===== src/hdl/skeleton_junction_endpoint_detect_assert.svh =====
// ----------------------------------------------------------------------------
// skeleton junction / end point detector assertion macros
// Shared assertion forms clocked on aclk and disabled while aresetn is low.
// ----------------------------------------------------------------------------
`ifndef SKELETON_JUNCTION_ENDPOINT_DETECT_ASSERT_SVH
`define SKELETON_JUNCTION_ENDPOINT_DETECT_ASSERT_SVH

// same-cycle implication
`define SJED_ASSERT_NOW(label, ante, cons) \
    label: assert property (@(posedge aclk) disable iff (!aresetn) (ante) |-> (cons)) \
        else $error("sjed assertion failed");

// next-cycle implication
`define SJED_ASSERT_NEXT(label, ante, cons) \
    label: assert property (@(posedge aclk) disable iff (!aresetn) (ante) |=> (cons)) \
        else $error("sjed assertion failed");

`endif


===== src/hdl/sjed_pkg.sv =====
// ----------------------------------------------------------------------------
// sjed_pkg
// Types, constants and the zero-group counter shared by the skeleton
// junction / end point detector.
// ----------------------------------------------------------------------------
package sjed_pkg;

    // sizes
    localparam int MAX_WIDTH_DEF = 1024;
    localparam int MAX_HEIGHT    = 1024;
    localparam int MIN_SIZE      = 3;
    localparam int ROW_W         = 10;
    localparam int POS_W         = 10;
    localparam int COUNT_W       = 3;
    localparam int PIXEL_W       = 8;
    localparam int CFG_W         = 11;
    localparam int CFG_ADDR_W    = 1;
    localparam int FLAG_W        = 2;
    localparam int WIN_W         = 9 * FLAG_W;

    // register indexes
    localparam logic [CFG_ADDR_W-1:0] REG_IMAGE_WIDTH  = CFG_ADDR_W'(0);
    localparam logic [CFG_ADDR_W-1:0] REG_IMAGE_HEIGHT = CFG_ADDR_W'(1);

    // register reset values
    localparam logic [CFG_W-1:0] IMAGE_WIDTH_RST  = CFG_W'(640);
    localparam logic [CFG_W-1:0] IMAGE_HEIGHT_RST = CFG_W'(480);

    // pixel codes and flag bits
    localparam logic [PIXEL_W-1:0] PIXEL_ZERO = '0;
    localparam logic [PIXEL_W-1:0] PIXEL_FULL = '1;
    localparam int FLAG_ZERO_BIT = 0;
    localparam int FLAG_FULL_BIT = 1;

    // result kinds
    localparam logic KIND_END   = 1'b0;
    localparam logic KIND_JOINT = 1'b1;

    typedef logic [FLAG_W-1:0] flags_t;
    typedef logic [WIN_W-1:0]  window_t;

    typedef struct packed {
        logic [POS_W-1:0]   pos_x;
        logic [POS_W-1:0]   pos_y;
        logic               kind;
        logic [COUNT_W-1:0] branch_count;
    } result_t;

    // number of 4-connected zero groups round the centre of a 3x3 window;
    // zero flag of cell (row r, column c) sits at bit c*6 + r*2
    function automatic logic [COUNT_W-1:0] count_groups(window_t win);
        logic [7:0]         z;
        logic [COUNT_W-1:0] n;
        n = '0;
        // ring order: top row left to right, right column, bottom row, left
        z = {win[2], win[4], win[10], win[16], win[14], win[12], win[6], win[0]};
        for (int i = 0; i < 8; i++) begin
            if (z[i] && !z[(i + 1) % 8]) begin
                n = n + COUNT_W'(1);
            end
        end
        if (&z) begin
            n = COUNT_W'(1);
        end
        return n;
    endfunction

endpackage


===== src/hdl/sjed_line_store.sv =====
// ----------------------------------------------------------------------------
// sjed_line_store
// Two line memories of pixel flags (previous row and the row before) with a
// registered read, write-first bypass and a clearing pass after reset.
// ----------------------------------------------------------------------------
module sjed_line_store #(
    parameter  int MAX_WIDTH = sjed_pkg::MAX_WIDTH_DEF,
    localparam int ADDR_W    = (MAX_WIDTH > 1) ? $clog2(MAX_WIDTH) : 1
) (
    input  logic                 aclk,
    input  logic                 aresetn,
    input  logic                 rd_en,
    input  logic [ADDR_W-1:0]    rd_addr,
    output sjed_pkg::flags_t     rd_above,
    output sjed_pkg::flags_t     rd_above2,
    input  logic                 wr_en,
    input  logic [ADDR_W-1:0]    wr_addr,
    input  sjed_pkg::flags_t     wr_flags,
    input  sjed_pkg::flags_t     wr_above,
    output logic                 clear_busy
);

    sjed_pkg::flags_t mem_a [MAX_WIDTH];
    sjed_pkg::flags_t mem_b [MAX_WIDTH];

    sjed_pkg::flags_t rd_a_reg;
    sjed_pkg::flags_t rd_b_reg;
    logic             clr_busy_reg;
    logic [ADDR_W-1:0] clr_addr_reg;

    // clearing pass over every column after reset
    always_ff @(posedge aclk) begin
        if (!aresetn) begin
            clr_busy_reg <= 1'b1;
            clr_addr_reg <= '0;
        end else if (clr_busy_reg) begin
            clr_addr_reg <= clr_addr_reg + ADDR_W'(1);
            if (clr_addr_reg == ADDR_W'(MAX_WIDTH - 1)) begin
                clr_busy_reg <= 1'b0;
            end
        end
    end

    // memory write port
    always_ff @(posedge aclk) begin
        if (clr_busy_reg) begin
            mem_a[clr_addr_reg] <= '0;
            mem_b[clr_addr_reg] <= '0;
        end else if (wr_en) begin
            mem_a[wr_addr] <= wr_flags;
            mem_b[wr_addr] <= wr_above;
        end
    end

    // registered read, bypassing a write to the same column
    always_ff @(posedge aclk) begin
        if (rd_en) begin
            if (wr_en && (wr_addr == rd_addr)) begin
                rd_a_reg <= wr_flags;
                rd_b_reg <= wr_above;
            end else begin
                rd_a_reg <= mem_a[rd_addr];
                rd_b_reg <= mem_b[rd_addr];
            end
        end
    end

    assign rd_above   = rd_a_reg;
    assign rd_above2  = rd_b_reg;
    assign clear_busy = clr_busy_reg;

endmodule


===== src/hdl/sjed_window.sv =====
// ----------------------------------------------------------------------------
// sjed_window
// 3x3 window of pixel flags and the end point / joint point classifier for
// the centre pixel.
// ----------------------------------------------------------------------------
module sjed_window #(
    parameter int COL_W = 10
) (
    input  logic                          aclk,
    input  logic                          aresetn,
    input  logic                          shift_en,
    input  logic [3*sjed_pkg::FLAG_W-1:0] col_flags,
    input  logic [COL_W-1:0]              x,
    input  logic [sjed_pkg::ROW_W-1:0]    y,
    output logic                          hit,
    output sjed_pkg::result_t             result
);

    sjed_pkg::window_t              window_reg;
    sjed_pkg::window_t              window_next;
    logic [sjed_pkg::COUNT_W-1:0]   n_groups;
    logic                           interior;
    logic                           centre_full;

    // new column enters at the top, oldest drops out
    assign window_next = {col_flags, window_reg[sjed_pkg::WIN_W-1:3*sjed_pkg::FLAG_W]};

    always_ff @(posedge aclk) begin
        if (!aresetn) begin
            window_reg <= '0;
        end else if (shift_en) begin
            window_reg <= window_next;
        end
    end

    // classify the centre cell of the updated window
    assign n_groups    = sjed_pkg::count_groups(window_next);
    assign interior    = (x >= COL_W'(2)) && (y >= sjed_pkg::ROW_W'(2));
    assign centre_full = window_next[4 * sjed_pkg::FLAG_W + sjed_pkg::FLAG_FULL_BIT];
    assign hit = interior && centre_full &&
                 ((n_groups == sjed_pkg::COUNT_W'(1)) || (n_groups >= sjed_pkg::COUNT_W'(3)));

    always_comb begin
        result.pos_x        = sjed_pkg::POS_W'(x - COL_W'(1));
        result.pos_y        = sjed_pkg::POS_W'(y - sjed_pkg::ROW_W'(1));
        result.kind         = (n_groups >= sjed_pkg::COUNT_W'(3)) ? sjed_pkg::KIND_JOINT
                                                                  : sjed_pkg::KIND_END;
        result.branch_count = n_groups;
    end

endmodule


===== src/hdl/skeleton_junction_endpoint_detect.sv =====
// ----------------------------------------------------------------------------
// skeleton_junction_endpoint_detect
// Finds end points and joint points of a thinned binary image streamed in
// raster order, by counting zero groups round each foreground pixel.
// ----------------------------------------------------------------------------
// Usage:
//   s_* channel: one pixel per transaction in raster order, s_tuser marks
//   the first pixel of a frame and restarts the column and row counters.
//   m_* channel: one transaction per marked pixel, position, group count
//   and kind (m_tuser: 0 end point, 1 joint point). Pixels that mark
//   nothing and border pixels produce no transaction.
//   cfg_*: image width and height, written while the stream is idle.
// Timing:
//   one pixel per cycle sustained while m_tready keeps the output moving; the
//   edge that takes a pixel loads the input stage and reads the line memory,
//   then, once the output register can move, the classifier result is loaded
//   into it and m_tvalid rises for a marked pixel.
// Reset:
//   the line memories are cleared one column per cycle over all MAX_WIDTH
//   columns (1024 by default); s_tready stays low until the clearing ends.
// Stall:
//   a stalled m_tready holds the output register and the pixel in the
//   input stage; s_tready drops until the output register can move.
// ----------------------------------------------------------------------------
module skeleton_junction_endpoint_detect #(
    parameter int MAX_WIDTH = sjed_pkg::MAX_WIDTH_DEF
) (
    input  logic                            aclk,
    input  logic                            aresetn,
    // pixel input
    input  logic                            s_tvalid,
    output logic                            s_tready,
    input  logic [7:0]                      s_tdata,   // [7:0] pixel
    input  logic                            s_tuser,   // [0] frame_start
    // result output
    output logic                            m_tvalid,
    input  logic                            m_tready,
    output logic [23:0]                     m_tdata,   // [9:0] pos_x, [19:10] pos_y,
                                                       // [22:20] branch_count, [23] zero
    output logic                            m_tuser,   // [0] kind
    // configuration
    input  logic                            cfg_wr_en,
    input  logic [sjed_pkg::CFG_ADDR_W-1:0] cfg_addr,
    input  logic [sjed_pkg::CFG_W-1:0]      cfg_wr_data
);

    localparam int COL_W  = (MAX_WIDTH > 1) ? $clog2(MAX_WIDTH) : 1;
    localparam int WW     = $clog2(MAX_WIDTH + 1);
    localparam int XW     = (WW > sjed_pkg::CFG_W) ? WW : sjed_pkg::CFG_W;
    localparam int ROW_W  = sjed_pkg::ROW_W;
    localparam int CFG_W  = sjed_pkg::CFG_W;

    // configuration registers
    logic [CFG_W-1:0] width_reg;
    logic [CFG_W-1:0] height_reg;

    // position counters
    logic [COL_W-1:0] col_reg;
    logic [ROW_W-1:0] row_reg;
    logic [COL_W-1:0] col_next;
    logic [ROW_W-1:0] row_next;

    // input stage
    logic             s1_valid_reg;
    logic [COL_W-1:0] s1_x_reg;
    logic [ROW_W-1:0] s1_y_reg;
    sjed_pkg::flags_t s1_flags_reg;

    // output register
    logic              m_valid_reg;
    sjed_pkg::result_t m_result_reg;

    // control and datapath nets
    logic              accept;
    logic              out_free;
    logic              s1_adv;
    logic              clear_busy;
    logic [XW-1:0]     w_clamp;
    logic [XW-1:0]     w_raw;
    logic [CFG_W-1:0]  h_clamp;
    logic [COL_W-1:0]  col_pre;
    logic [ROW_W-1:0]  row_pre;
    logic [COL_W-1:0]  x_cur;
    logic [CFG_W-1:0]  row_inc;
    logic [ROW_W-1:0]  y_cur;
    logic [XW-1:0]     x_plus;
    logic [CFG_W-1:0]  y_plus;
    sjed_pkg::flags_t  pix_flags;
    sjed_pkg::flags_t  rd_above;
    sjed_pkg::flags_t  rd_above2;
    logic              win_hit;
    sjed_pkg::result_t win_result;

    // configuration writes
    always_ff @(posedge aclk) begin
        if (!aresetn) begin
            width_reg  <= sjed_pkg::IMAGE_WIDTH_RST;
            height_reg <= sjed_pkg::IMAGE_HEIGHT_RST;
        end else if (cfg_wr_en) begin
            unique case (cfg_addr)
                sjed_pkg::REG_IMAGE_WIDTH:  width_reg  <= cfg_wr_data;
                sjed_pkg::REG_IMAGE_HEIGHT: height_reg <= cfg_wr_data;
                default: ;
            endcase
        end
    end

    // clamp the frame size to the supported range
    always_comb begin
        w_raw = XW'(width_reg);
        if (w_raw < XW'(sjed_pkg::MIN_SIZE)) begin
            w_clamp = XW'(sjed_pkg::MIN_SIZE);
        end else if (w_raw > XW'(MAX_WIDTH)) begin
            w_clamp = XW'(MAX_WIDTH);
        end else begin
            w_clamp = w_raw;
        end
        if (height_reg < CFG_W'(sjed_pkg::MIN_SIZE)) begin
            h_clamp = CFG_W'(sjed_pkg::MIN_SIZE);
        end else if (height_reg > CFG_W'(sjed_pkg::MAX_HEIGHT)) begin
            h_clamp = CFG_W'(sjed_pkg::MAX_HEIGHT);
        end else begin
            h_clamp = height_reg;
        end
    end

    // position of the incoming pixel and of the one after it
    always_comb begin
        col_pre = s_tuser ? '0 : col_reg;
        row_pre = s_tuser ? '0 : row_reg;
        if (XW'(col_pre) >= w_clamp) begin
            x_cur   = '0;
            row_inc = CFG_W'(row_pre) + CFG_W'(1);
        end else begin
            x_cur   = col_pre;
            row_inc = CFG_W'(row_pre);
        end
        y_cur  = (row_inc >= h_clamp) ? '0 : row_inc[ROW_W-1:0];
        x_plus = XW'(x_cur) + XW'(1);
        y_plus = CFG_W'(y_cur) + CFG_W'(1);
        if (x_plus >= w_clamp) begin
            col_next = '0;
            row_next = (y_plus >= h_clamp) ? '0 : y_plus[ROW_W-1:0];
        end else begin
            col_next = COL_W'(x_plus);
            row_next = y_cur;
        end
    end

    // pixel flags
    always_comb begin
        pix_flags = '0;
        pix_flags[sjed_pkg::FLAG_ZERO_BIT] = (s_tdata == sjed_pkg::PIXEL_ZERO);
        pix_flags[sjed_pkg::FLAG_FULL_BIT] = (s_tdata == sjed_pkg::PIXEL_FULL);
    end

    // handshake control
    assign out_free = !m_valid_reg || m_tready;
    assign s1_adv   = s1_valid_reg && out_free;
    assign s_tready = !clear_busy && (!s1_valid_reg || out_free);
    assign accept   = s_tvalid && s_tready;

    // counters and input stage
    always_ff @(posedge aclk) begin
        if (!aresetn) begin
            col_reg      <= '0;
            row_reg      <= '0;
            s1_valid_reg <= 1'b0;
        end else begin
            if (accept) begin
                col_reg      <= col_next;
                row_reg      <= row_next;
                s1_valid_reg <= 1'b1;
            end else if (s1_adv) begin
                s1_valid_reg <= 1'b0;
            end
        end
    end

    always_ff @(posedge aclk) begin
        if (accept) begin
            s1_x_reg     <= x_cur;
            s1_y_reg     <= y_cur;
            s1_flags_reg <= pix_flags;
        end
    end

    // line memories
    sjed_line_store #(
        .MAX_WIDTH (MAX_WIDTH)
    ) u_line_store (
        .aclk       (aclk),
        .aresetn    (aresetn),
        .rd_en      (accept),
        .rd_addr    (x_cur),
        .rd_above   (rd_above),
        .rd_above2  (rd_above2),
        .wr_en      (s1_adv),
        .wr_addr    (s1_x_reg),
        .wr_flags   (s1_flags_reg),
        .wr_above   (rd_above),
        .clear_busy (clear_busy)
    );

    // window and classifier
    sjed_window #(
        .COL_W (COL_W)
    ) u_window (
        .aclk      (aclk),
        .aresetn   (aresetn),
        .shift_en  (s1_adv),
        .col_flags ({s1_flags_reg, rd_above, rd_above2}),
        .x         (s1_x_reg),
        .y         (s1_y_reg),
        .hit       (win_hit),
        .result    (win_result)
    );

    // output register
    always_ff @(posedge aclk) begin
        if (!aresetn) begin
            m_valid_reg <= 1'b0;
        end else if (s1_adv) begin
            m_valid_reg <= win_hit;
        end else if (m_tready) begin
            m_valid_reg <= 1'b0;
        end
    end

    always_ff @(posedge aclk) begin
        if (s1_adv) begin
            m_result_reg <= win_result;
        end
    end

    assign m_tvalid = m_valid_reg;
    assign m_tdata  = {1'b0, m_result_reg.branch_count, m_result_reg.pos_y,
                       m_result_reg.pos_x};
    assign m_tuser  = m_result_reg.kind;

    // checks
    `include "skeleton_junction_endpoint_detect_assert.svh"

    `SJED_ASSERT_NOW(a_no_accept_in_clear, clear_busy, !s_tready)
    `SJED_ASSERT_NEXT(a_accept_fills_stage, accept, s1_valid_reg)
    `SJED_ASSERT_NOW(a_kind_matches_count,
        m_valid_reg && (m_result_reg.kind == sjed_pkg::KIND_JOINT),
        m_result_reg.branch_count >= sjed_pkg::COUNT_W'(3))
    `SJED_ASSERT_NOW(a_end_has_one_group,
        m_valid_reg && (m_result_reg.kind == sjed_pkg::KIND_END),
        m_result_reg.branch_count == sjed_pkg::COUNT_W'(1))

endmodule


===== config.mk =====
export PLATFORM = sky130hd
export DESIGN_NAME = skeleton_junction_endpoint_detect
export DESIGN_NICKNAME = d
export VERILOG_FILES = /design/src/hdl/sjed_pkg.sv /design/src/hdl/sjed_line_store.sv /design/src/hdl/sjed_window.sv /design/src/hdl/skeleton_junction_endpoint_detect.sv
export VERILOG_INCLUDE_DIRS = /design/src /design/src/hdl
export SDC_FILE = /design/constraint.sdc
export NUM_CORES = 2
export LEC_CHECK = 0
export BUFFER_PORTS_ARGS = -buffer_cell sky130_fd_sc_hd__clkbuf_2
export CAP_MARGIN = 5
export CORE_AREA = 3 3 640 642
export DETAILED_ROUTE_END_ITERATION = 12
export DIE_AREA = 0 0 643 645
export PLACE_DENSITY_LB_ADDON = 0.12
export SYNTH_ARGS = -nofsm -noshare
export SYNTH_HDL_FRONTEND = slang
export SYNTH_HIERARCHICAL = 1
export SYNTH_SLANG_ARGS = --single-unit

===== constraint.sdc =====
create_clock -name aclk -period 33.8 [get_ports aclk]
set_clock_uncertainty 0.15 [all_clocks]
set_input_delay 6.76 -clock aclk [delete_from_list [all_inputs] [get_ports aclk]]
set_output_delay 6.76 -clock aclk [all_outputs]
set_load 0.05 [all_outputs]

==> flow_metrics.env <==
export IMPL_yosysWarningCount=6
export IMPL_cts_made_buffers=360
export IMPL_cts_hold_buffers=0
export IMPL_power_share_switching_pct=20.3
export IMPL_largest_register="u_line_store/mem_a"
export IMPL_maxSlewHeadroom_pct=13.3
export IMPL_cp_top_family="compound AO/OA/AOI/OAI gates"
export IMPL_grt_use_total_pct=21.9
export IMPL_final_setup_worst_slack_ps=17940
export IMPL_final_net_count=7612
export IMPL_syn_mean_instance_area_sq_um=17.5
export IMPL_fin_setup_tns_ps=0
export IMPL_timing_critical_path_slowest_stage_cell="a211oi_1"
export IMPL_h_tree_depth=5
export IMPL_layout_common_cells="edfxtp_1 (3121), nor2_1 (1133), mux4_2 (653)"
export IMPL_vdd_ir_drop_max_mv=0.0427
export IMPL_grt_overflow=0
export IMPL_netSwitchingPower_uw=1650
export IMPL_seqPwrFrac_pct=52.4
export IMPL_regToRegStartpoint="w_raw[2]$_SDFFE_PN0P_"
export IMPL_number_of_global_route_vias_before_repair=74008
export IMPL_finalHoldViolations=0
export IMPL_die_height_um=645
export IMPL_clk_pin_slew_worst_paths_ps=60
export IMPL_criticalPathCategory="in -> reg"
export IMPL_grt_antenna_before_repair=52
export IMPL_r2r_setup_slack_ps=23670
export IMPL_synth_nets=7589
export IMPL_drive_gt1_share_pct=20.5
export IMPL_fmax_ghz=0.0630
export IMPL_maximum_number_of_pins_on_one_net_before_global_route_repair=205
export IMPL_power_clock_fraction_pct=46.9
export IMPL_dr_first_iter_drc_count=9055
export IMPL_cell_chain_critical_path="clkbuf_2 > nand2b_1 > inv_1 > ha_1 > a211oi_2 > o21ai_2 > a211o_1 > a21oi_1 > nand2_1 > inv_8 > buf_12 > buf_4 > buf_4 > buf_4 > mux4_2 > a22o_1 > a221oi_1 > o22ai_1 > a211oi_1 > o311ai_1 > o211ai_1 > o211ai_1"
export IMPL_area_growth_synth_to_final_pct=13.3
export IMPL_internal_power_uw=6490
export IMPL_worst_endpoint_data_arrival_time_ps=16400
export IMPL_final_period_minus_worst_setup_slack_ps=15860
export IMPL_synthesis_area_sq_um=131000
export IMPL_timing_max_transition_violations_final=0
export IMPL_drc_errors=0
export IMPL_avgViaCountPerCell=5.52
export IMPL_floorplan_die_width_um=643
export IMPL_worst_ep_required_time_ps=34340
export IMPL_dr_pass1_iters=6
export IMPL_netlist_instances=7504
export IMPL_io_port_bufs=51
export IMPL_min_period_over_period_pct=46.9
export IMPL_ant_nets=0
export IMPL_clock_latency_ps=950
export IMPL_critical_path_peak_fanout=94
export IMPL_power_density_over_the_cells_nw_per_um2=54.9
export IMPL_dpl_hpwl_um=278000
export IMPL_routed_wire_length_per_instance_um=34.9
export IMPL_path_buf_inv=7
export IMPL_status="finished, final reports clean"
export IMPL_rsz0062_at_grt="false"
export IMPL_design_die_area_sq_um=415000
export IMPL_tritoncts="built"
export IMPL_layout_commonest_cell="edfxtp_1"
export IMPL_r2r_worst_path_cells=22
export IMPL_routed_wire_length_um=463000
export IMPL_floorplan_initialDensity_pct=32.4
export IMPL_core_region_area_sq_um=405000
export IMPL_rows=234
export IMPL_cts_buffer_depth=4
export IMPL_r2r_end="u_line_store/rd_above2[0]$_DFFE_PP_"
export IMPL_cts_root_buf="clkbuf_16"
export IMPL_largest_register_ffs=2048
export IMPL_post_cts_buffers=0
export IMPL_detailedPlace_worstSlack_ps=16700
export IMPL_min_delay_start="w_raw[0]$_SDFFE_PN0P_"
export IMPL_finalPower_uw=8150
export IMPL_timing_critical_path_slowest_cell_delay_ps=950
export IMPL_min_path_cells=2
export IMPL_worst_slew_pin_transition_ps=1300
export IMPL_num_vias=73152
export IMPL_critPathCaptureType="flip-flop"
export IMPL_grt_pass1_wl_um=635000
export IMPL_pwr_share_comb_pct=0.7
export IMPL_worst_path_most_repeated_cell="buf_4"
export IMPL_setup_worst_path_start_class="primary input"
export IMPL_cts_sink_count=3183
export IMPL_static_leakage_power_uw=0.0382
export IMPL_i_o_pin_count=53
export IMPL_finish_utilization_pct=36.6
export IMPL_path_type_of_the_worst_min_delay_path="reg -> reg"
export IMPL_postCtsResizedCells=0
export IMPL_gp_congestion=0.816
export IMPL_hold_path_endpoint="w_raw[0]$_SDFFE_PN0P_"
export IMPL_max_cap_violations=0
export IMPL_setup_violations_final=0
-- worst max path at each step --
stage	end	cells after the start	from	slack, ps
2_1_floorplan	u_line_store/mem_a[0][1]$_DFFE_PP_	6	m_tready	9160
3_3_place_gp	u_line_store/rd_above[0]$_DFFE_PP_	21	s_tuser	14870
3_5_place_dp	u_line_store/rd_above[1]$_DFFE_PP_	22	s_tuser	16700
4_1_cts	u_line_store/rd_above[1]$_DFFE_PP_	22	s_tuser	17770
5_1_grt	u_line_store/rd_above2[0]$_DFFE_PP_	22	s_tuser	17350
6_report	u_line_store/rd_above2[0]$_DFFE_PP_	22	s_tuser	17940
-- power groups by stage --
stage / logic [uW] / clock network [uW] / registers, uW
floorplan: 22.2 / 0 / 4350
global placement: 54.6 / 0 / 4350
detailed placement: 54.6 / 0 / 4350
CTS: 54.8 / 3900 / 4270
global route: 56.5 / 4060 / 4270
finish: 54.7 / 3820 / 4270
-- tightest hold or removal path, stage by stage, from the launching register on --
cell and delay (ps):
dfxtp_1 310, nand2_1 50, a21oi_1 50
-- routing by layer --
layer | vias up | routed length (um) | GRT usage (%)
met1 | 39654 | 196000 | 30.4
li1 | 29795 | - | -
met5 | - | 0 | 0
met4 | 0 | 14300 | 6.41
met2 | 3119 | 219000 | 35.5
met3 | 584 | 34000 | 3.46
-- layout make-up --
cell class / instances / area [sq um]
Fill cell: 37715 / 257000
Sequential cell: 3183 / 95000
Multi-Input combinational cell: 3656 / 33100
Clock buffer: 451 / 9610
Tap cell: 5428 / 6790
Timing Repair Buffer: 285 / 2170
Clock inverter: 199 / 1700
Inverter: 41 / 171
Antenna cell: 10 / 25.0
-- stage by stage --
step / cell area, sq um / hold slack, ps / std cells
after floorplan: 131000 / 277 / 7504
after global placement: 137000 / 302 / 12579
after detailed placement: 137000 / 297 / 12593
after CTS: 148000 / 308 / 13243
after global routing: 148000 / 336 / 13245
final: 149000 / 309 / 13253
Note: power is estimated with default switching activity, not from simulation.
